<file path="src/rtl/dpvp_pkg.sv">
package dpvp_pkg;

    localparam int IN_W   = 20;
    localparam int N_W    = 5;
    localparam int MANT_W = 31;
    localparam int FRAC_W = 16;
    localparam int LOG_W  = N_W + FRAC_W;
    localparam int STEPS  = 16;
    localparam int LQ_W   = 23;
    localparam int AB_W   = 26;
    localparam int NUM_W  = 49;
    localparam int DEN_W  = 38;
    localparam int REM_W  = 61;
    localparam int QW     = 20;
    localparam int OUT_W  = 16;

    localparam logic [29:0] LN2_Q30 = 30'd744261118;
    localparam logic signed [AB_W-1:0] WATER_A = 26'sd15551693;
    localparam logic signed [AB_W-1:0] WATER_B = 26'sd1131807;
    localparam logic signed [AB_W-1:0] ICE_A   = 26'sd17399808;
    localparam logic signed [AB_W-1:0] ICE_B   = 26'sd1433272;
    localparam logic [OUT_W-1:0] T_MIN = 16'h8000;
    localparam logic [OUT_W-1:0] T_MAX = 16'h7FFF;

    typedef struct packed {
        logic vld;
        logic ice;
        logic inv;
        logic neg;
        logic dbad;
    } t_side;

    // elaboration-time log2 in Q16, same steps as the hardware
    function automatic logic [LOG_W-1:0] log2_q16(input logic [63:0] x);
        logic [63:0] m;
        logic [5:0]  n;
        logic [FRAC_W-1:0] f;
        n = '0;
        f = '0;
        for (int i = 0; i < 64; i++) begin
            if (x[i]) begin
                n = 6'(i);
            end
        end
        m = x << (6'd30 - n);
        for (int k = 0; k < STEPS; k++) begin
            m = (m * m) >> 30;
            f = {f[FRAC_W-2:0], m[31]};
            if (m[31]) begin
                m = m >> 1;
            end
        end
        return {n[N_W-1:0], f};
    endfunction

endpackage

</file>
<file path="src/rtl/dpvp_div.sv">
module dpvp_div (
    input  logic                       i_clk,
    input  logic                       i_rst_n,
    input  dpvp_pkg::t_side            i_side,
    input  logic [dpvp_pkg::REM_W-1:0] i_num,
    input  logic [dpvp_pkg::DEN_W-1:0] i_den,
    output dpvp_pkg::t_side            o_side,
    output logic [dpvp_pkg::QW-1:0]    o_q
);

    localparam int Q = dpvp_pkg::QW;

    dpvp_pkg::t_side               r_side [0:Q];
    logic [dpvp_pkg::REM_W-1:0]    r_rem  [0:Q];
    logic [dpvp_pkg::DEN_W-1:0]    r_d    [0:Q];
    logic [Q-1:0]                  r_q    [0:Q];
    logic [dpvp_pkg::REM_W:0]      trial  [0:Q-1];

    always_comb begin
        for (int k = 0; k < Q; k++) begin
            trial[k] = {1'b0, r_rem[k]}
                     - ((dpvp_pkg::REM_W+1)'(r_d[k]) << (Q - 1 - k));
        end
    end

    always_ff @(posedge i_clk) begin
        if (!i_rst_n) begin
            for (int k = 0; k <= Q; k++) begin
                r_side[k] <= '0;
            end
        end else begin
            r_side[0] <= i_side;
            for (int k = 0; k < Q; k++) begin
                r_side[k+1] <= r_side[k];
            end
        end
    end

    always_ff @(posedge i_clk) begin
        r_rem[0] <= i_num;
        r_d[0]   <= i_den;
        r_q[0]   <= '0;
        for (int k = 0; k < Q; k++) begin
            r_d[k+1] <= r_d[k];
            if (!trial[k][dpvp_pkg::REM_W]) begin
                r_rem[k+1] <= trial[k][dpvp_pkg::REM_W-1:0];
                r_q[k+1]   <= {r_q[k][Q-2:0], 1'b1};
            end else begin
                r_rem[k+1] <= r_rem[k];
                r_q[k+1]   <= {r_q[k][Q-2:0], 1'b0};
            end
        end
    end

    assign o_side = r_side[Q];
    assign o_q    = r_q[Q];

endmodule

</file>
<file path="config.mk">
export PLATFORM = sky130hd
export DESIGN_NAME = dpvp_div
export DESIGN_NICKNAME = d
export VERILOG_FILES = /design/src/rtl/dpvp_pkg.sv /design/src/rtl/dpvp_div.sv
export SDC_FILE = /design/constraint.sdc
export NUM_CORES = 2
export LEC_CHECK = 0
export BUFFER_PORTS_ARGS = -buffer_cell sky130_fd_sc_hd__buf_2
export CORE_ASPECT_RATIO = 0.75
export CORE_UTILIZATION = 39
export CTS_BUF_LIST = sky130_fd_sc_hd__clkbuf_4
export CTS_CLUSTER_DIAMETER = 50
export DETAILED_ROUTE_END_ITERATION = 10
export HOLD_SLACK_MARGIN = 0.03
export SETUP_SLACK_MARGIN = 0.5
export SYNTH_ARGS = -nofsm -noshare
export SYNTH_HDL_FRONTEND = slang
export SYNTH_SLANG_ARGS = --single-unit
export TNS_END_PERCENT = 50
</file>
<file path="constraint.sdc">
create_clock -name i_clk -period 5.45 [get_ports i_clk]
set_input_delay 1.09 -clock i_clk [delete_from_list [all_inputs] [get_ports i_clk]]
set_output_delay 1.09 -clock i_clk [all_outputs]
set_load 0.05 [all_outputs]
</file>
**After elaboration in Yosys (flattened, before gate mapping)**

Memory sizes are Yosys's and may differ from the RTL's.
Index checks and enable logic that the tools add are counted.

- Register bits: 0
- RAM bits: 2604
- Output and inout bits: 25
- Word-level logic and storage cells: 188
- Memories kept: 4

- $add $sub $neg: 20
- Multiplexer cells: 103
- Bitwise gates (word level): 61

Memories:

| memory | depth | bits a word | rd ports | clocked after memory_dff | wr ports | line | RTL |
|---|---|---|---|---|---|---|---|
| r_rem | 21 | 61 | 20 | 0 | 21 | dpvp_div.sv:14 | `logic [dpvp_pkg::REM_W-1:0] r_rem [0:Q];` |
| r_d | 21 | 38 | 20 | 0 | 21 | dpvp_div.sv:15 | `logic [dpvp_pkg::DEN_W-1:0] r_d [0:Q];` |
| r_q | 21 | 20 | 21 | 0 | 21 | dpvp_div.sv:16 | `logic [Q-1:0] r_q [0:Q];` |
| r_side | 21 | 5 | 21 | 0 | 21 | dpvp_div.sv:13 | `dpvp_pkg::t_side r_side [0:Q];` |

Operator list:

| kind | number |
|---|---|
| 61-bit 2-to-1 mux | 20 |
| 20-bit 2-to-1 mux | 20 |
| 5-bit 2-to-1 mux | 21 |
| 61-bit by 38-bit subtractor with 62-bit output | 1 |
| 61-bit by 39-bit subtractor with 62-bit output | 1 |
| 61-bit by 40-bit subtractor with 62-bit output | 1 |
| 61-bit by 41-bit subtractor with 62-bit output | 1 |
| 61-bit by 42-bit subtractor with 62-bit output | 1 |
| 61-bit by 43-bit subtractor with 62-bit output | 1 |
| 61-bit by 44-bit subtractor with 62-bit output | 1 |
| 61-bit by 45-bit subtractor with 62-bit output | 1 |
| 61-bit by 46-bit subtractor with 62-bit output | 1 |
| 61-bit by 47-bit subtractor with 62-bit output | 1 |
| 61-bit by 48-bit subtractor with 62-bit output | 1 |
| 61-bit by 49-bit subtractor with 62-bit output | 1 |
| 61-bit by 50-bit subtractor with 62-bit output | 1 |
| 61-bit by 51-bit subtractor with 62-bit output | 1 |
| 61-bit by 52-bit subtractor with 62-bit output | 1 |
| 61-bit by 53-bit subtractor with 62-bit output | 1 |
| 61-bit by 54-bit subtractor with 62-bit output | 1 |
| 61-bit by 55-bit subtractor with 62-bit output | 1 |
| 61-bit by 56-bit subtractor with 62-bit output | 1 |
| 61-bit by 57-bit subtractor with 62-bit output | 1 |
| 1-bit OR | 61 |
| 1-bit 2-to-1 mux | 42 |

**Depth between registers and ports, before layout**

- Depth in word-level cells: 3
- Depth in mapped cells: 16
- Gate-level depth less buffers: 15

**Worst setup path after synthesis**

OpenSTA, ideal clock, no wires.

- Path type: flip-flop to flip-flop
- Start: memory r_rem[0][19] (netlist name)
- End: memory r_rem[0][105] (netlist name)
- Arrival: 3.304 ns
- Required time: 5.327 ns
- Slack: 2.022 ns
- Cell stages (with the launch flop): 16
- Path buffers: 1
- Cell sequence: dfxtp_1 inv_1 ha_1 inv_1 fa_1 a211oi_1 nor2_1 o311ai_2 a41oi_1 a32oi_1 o211ai_1 a221o_1 a21oi_2 inv_2 buf_2 mux2_1

RTL lines:

| what | line |
|---|---|
| start, declared | dpvp_div.sv:14 |

==> qor.txt <==
WORST SETUP PATH
--------------------------------------------------------------------------
Data arrival time at the worst-slack endpoint ...............      5880 ps
CP endpoint kind ............................................    flip-flop
Largest driver fanout on the critical path ..................           10
Category of the critical setup timing path ..................   reg -> reg
Required time of the critical path ..........................      6660 ps
Startpoint type of the worst setup path .....................    flip-flop

PLACED DESIGN
--------------------------------------------------------------------------
DP HPWL .....................................................    218000 um
GPL Wtd Cong ................................................        0.968
Port bufs ...................................................          130

CLOCK NETWORK
--------------------------------------------------------------------------
Root Driver ................................................. sky130_fd_sc_hd__clkbuf_4
CTS clock-pin slew for the worst setup and hold paths .......        70 ps
Clk buf depth ...............................................            4
Clock insertion delay at the later pin of the skew report ...      1320 ps
Post-cts resize count .......................................            0
Number of buffers created by CTS ............................          594
Total number of H-tree levels ...............................            6
Number of clock sinks .......................................         2295
Clock tree from TritonCTS ...................................        built

PWR
--------------------------------------------------------------------------
Switching power .............................................      29.7 mW
IR drop worst, VDD ..........................................     0.210 mV
Cell-internal power .........................................      42.1 mW
Proportion of power drawn by combinational gates ............        0.455
Part of the total power dissipated in the clock network .....        0.201
Switching share of power ....................................        0.413
Leakage power ...............................................      51.3 nW
Power density relative to cell area .........................  623 nW/um^2
Seq pwr share ...............................................        0.343

ROUTING
--------------------------------------------------------------------------
Router iterations before antenna repair .....................            6
Remaining design rule violation count .......................            0
First DRT Iteration DRCs ....................................         6926
Ratio of routed vias to standard cells ......................         5.25
Overall via count from detail_route .........................        82924
Final Routed Wirelength .....................................    283000 um
Post-DRT Antenna Nets .......................................            0
Routed len/inst .............................................      17.9 um

TIMING
--------------------------------------------------------------------------
Fin crit period .............................................      4660 ps
Setup-failing EPs final .....................................            0
Final Hold Fails ............................................            0
Crit share post-route .......................................        0.856
RSZ-0062 raised after global routing ........................           no
Highest clock frequency the design can meet .................      214 MHz
Total Neg Setup Slack .......................................         0 ps
Max Transition Viols Final ..................................            0
Worst slew slack as a fraction of its limit .................       0.0481
Clock Skews .................................................       161 ps
Actual slew at the worst max-slew pin .......................      1420 ps

LOGIC SYNTHESIS
--------------------------------------------------------------------------
Count of flip-flops with a built-in enable after synthesis ..            0
Post-synthesis instance area ................................ 103000 sq um
Synthesized net count .......................................        12263
Post-synthesis cell type count ..............................          105
Sequential area share after synthesis .......................        0.448
Most instantiated flip-flop cell in the synthesis netlist ... sky130_fd_sc_hd__dfxtp_1
Synthesis warning total .....................................            0
Post-synthesis async set-or-reset flop share ................            0
Synthesis-stage register bit count ..........................         2295
Mean cell area of the mapped netlist ........................   9.02 sq um
Synthesized instance count ..................................        11379

CELLS AND AREA
--------------------------------------------------------------------------
Filler cell count in the final layout .......................        25332
Layout Area Growth over Synthesis ...........................        12.2%
Layout Utilization ..........................................        0.441
Total Nets Final ............................................        12802
Fraction of layout instances using a drive strength above 1 .        0.105

GLOBAL ROUTING
--------------------------------------------------------------------------
GRT Resource Usage Total ....................................        0.207
Initial antenna violation count .............................           23
Vias in the first global route ..............................        78592
Largest net degree at the start of global routing ...........          106
Wire length of the first global-routing pass ................    440000 um
Leftover overflow at the end of global routing ..............            0

FLOORPLAN
--------------------------------------------------------------------------
Number of placement rows ....................................          162
Area of the die ............................................. 265000 sq um
Total core area ............................................. 261000 sq um
Initial core utilization ....................................        0.394
DIE HEIGHT ..................................................       446 um
Die Wd ......................................................       594 um
Num ports ...................................................          131

FLOW RUN
--------------------------------------------------------------------------
Number of maximum-capacitance constraint violations .........            0

RUN STATUS
--------------------------------------------------------------------------
Status ...................................................... finished clean

MIN PATH
--------------------------------------------------------------------------
Path type of the worst min-delay path .......................   reg -> reg

## final timing paths
path,startpoint,endpoint,slack [ps],cells past startpoint
max,r_rem[2][123]$_DFF_P_,r_rem[2][240]$_DFF_P_,790,14
min,r_rem[0][428]$_DFF_P_,r_rem[1][1]$_DFF_P_,200,0
max reg2reg,r_rem[2][123]$_DFF_P_,r_rem[2][240]$_DFF_P_,790,14
min reg2reg,r_rem[0][428]$_DFF_P_,r_rem[1][1]$_DFF_P_,200,0
## synth_stat cells, types with 36 or more instances
cell type                     n  area (sq um)
sky130_fd_sc_hd__a211oi_1    91           683
sky130_fd_sc_hd__o211ai_1    61           458
sky130_fd_sc_hd__o21ai_0    796          3980
sky130_fd_sc_hd__ha_1       759          9500
sky130_fd_sc_hd__mux2_2      85           957
sky130_fd_sc_hd__o21bai_1   123           923
sky130_fd_sc_hd__buf_2       41           205
sky130_fd_sc_hd__o31ai_1     78           586
sky130_fd_sc_hd__a21o_1     384          2880
sky130_fd_sc_hd__nor3_1     177           886
sky130_fd_sc_hd__or3_1       68           425
sky130_fd_sc_hd__and2_1     147           920
sky130_fd_sc_hd__nand4_1    143           895
sky130_fd_sc_hd__nand2_1    960          3600
sky130_fd_sc_hd__nor2b_1     91           569
sky130_fd_sc_hd__dfxtp_1   2295         45900
sky130_fd_sc_hd__xnor2_1    457          4000
sky130_fd_sc_hd__xor2_1     391          3420
sky130_fd_sc_hd__o21a_1     117           878
sky130_fd_sc_hd__nand2b_1   125           782
sky130_fd_sc_hd__o31a_1      36           315
sky130_fd_sc_hd__clkbuf_1   278          1040
sky130_fd_sc_hd__nor2_1     708          2660
sky130_fd_sc_hd__a31oi_1     70           438
sky130_fd_sc_hd__a21oi_1    998          4990
sky130_fd_sc_hd__inv_1      962          3610
sky130_fd_sc_hd__and3_1      65           407
sky130_fd_sc_hd__nor4_1      89           557
sky130_fd_sc_hd__nand3_1    221          1110
## sequential cells by signal (all words and copies together), names as in the netlist
register	flops
r_d	760
r_q	210
r_rem	1220
r_side	105
## cells in the final DEF (no fill, tap or decap), types with 143 or more instances in the layout
| master | Yosys | final |
|---|---|---|
| sky130_fd_sc_hd__dfxtp_1 | 2295 | 2295 |
| sky130_fd_sc_hd__a21oi_1 | 998 | 996 |
| sky130_fd_sc_hd__inv_1 | 962 | 962 |
| sky130_fd_sc_hd__nand2_1 | 960 | 960 |
| sky130_fd_sc_hd__clkbuf_4 | 0 | 803 |
| sky130_fd_sc_hd__o21ai_0 | 796 | 795 |
| sky130_fd_sc_hd__ha_1 | 759 | 759 |
| sky130_fd_sc_hd__nor2_1 | 708 | 708 |
| sky130_fd_sc_hd__xnor2_1 | 457 | 457 |
| sky130_fd_sc_hd__xor2_1 | 391 | 391 |
| sky130_fd_sc_hd__a21o_1 | 384 | 384 |
| sky130_fd_sc_hd__nand3_1 | 221 | 221 |
| sky130_fd_sc_hd__nor3_1 | 177 | 177 |
| sky130_fd_sc_hd__and2_1 | 147 | 147 |
| sky130_fd_sc_hd__nand4_1 | 143 | 143 |
## per-stage QoR
| step | area (sq um) | setup slack (ps) | instances | hold slack (ps) | total power [mW] |
|---|---|---|---|---|---|
| after floorplan | 103000 | 2020 | 11379 | 310 | 47.6 |
| after global placement | 107000 | 934 | 14662 | 310 | 56.1 |
| after global routing | 115000 | 622 | 15770 | 241 | 77.1 |
| after CTS | 115000 | 927 | 15766 | 212 | 71.6 |
| after detailed placement | 107000 | 937 | 14662 | 312 | 56.4 |
| final | 115000 | 786 | 15794 | 204 | 71.8 |
## routing by layer
layer  GRT usage  part of all wire
met4      0.0572             0.021
met5           0           0.00041
met3      0.0661             0.099
met2       0.259              0.35
met1       0.326              0.53
## area by class of cell
cell class / count / area, sq um / share of cell area
antenna: 28 / 70.1 / 0.000608
clock buffer: 803 / 6030 / 0.0523
tap: 3444 / 4310 / 0.0374
clock inverter: 197 / 1170 / 0.0102
timing repair buffer: 299 / 2250 / 0.0196
sequential: 2295 / 45900 / 0.399
inverter: 967 / 3630 / 0.0315
multi-input combinational: 7761 / 51800 / 0.449
## critical path: stages (launching register included)
cell,delay (ps)
sky130_fd_sc_hd__dfxtp_1,330
sky130_fd_sc_hd__inv_1,50
sky130_fd_sc_hd__ha_1,200
sky130_fd_sc_hd__fa_1,400
sky130_fd_sc_hd__nand2b_1,180
sky130_fd_sc_hd__a21oi_1,280
sky130_fd_sc_hd__o211ai_1,270
sky130_fd_sc_hd__a211oi_1,770
sky130_fd_sc_hd__o21ai_0,520
sky130_fd_sc_hd__a2111oi_2,450
sky130_fd_sc_hd__buf_4,210
sky130_fd_sc_hd__nor3b_4,70
sky130_fd_sc_hd__a211oi_4,510
sky130_fd_sc_hd__nand3_1,180
sky130_fd_sc_hd__xnor2_1,180
## kinds of logic (layout without fill, tap and decap cells)
| group | count (synthesis) | after routing | share of synthesized area |
|---|---|---|---|
| and+or+nand+nor | 2966 | 2966 | 0.138 |
| muxes | 109 | 109 | 0.0123 |
| adders and majority gates | 778 | 778 | 0.0962 |
| buffers and inverters | 1323 | 2266 | 0.0495 |
| other | 0 | 28 | 0 |
| xor gates and xnor gates | 848 | 848 | 0.0724 |
| AOI/OAI and AO/OA | 3060 | 3060 | 0.184 |
| DFF | 2295 | 2295 | 0.448 |
## power by group through the flow
stage | clock (mW) | sequential (mW) | combinational [mW]
6_report | 14.5 | 24.6 | 32.7
2_1_floorplan | 0 | 23.4 | 24.2
3_3_place_gp | 0 | 25.0 | 31.2
4_1_cts | 15.1 | 24.6 | 31.9
3_5_place_dp | 0 | 24.9 | 31.6
5_1_grt | 16.1 | 25.0 | 36.0
## what timing repair did
item                      CTS  global route
hold buffers              104             0
hold endpoints to repair  104             0
buffers inserted            0             0
Power figures use the tool's default switching activity.
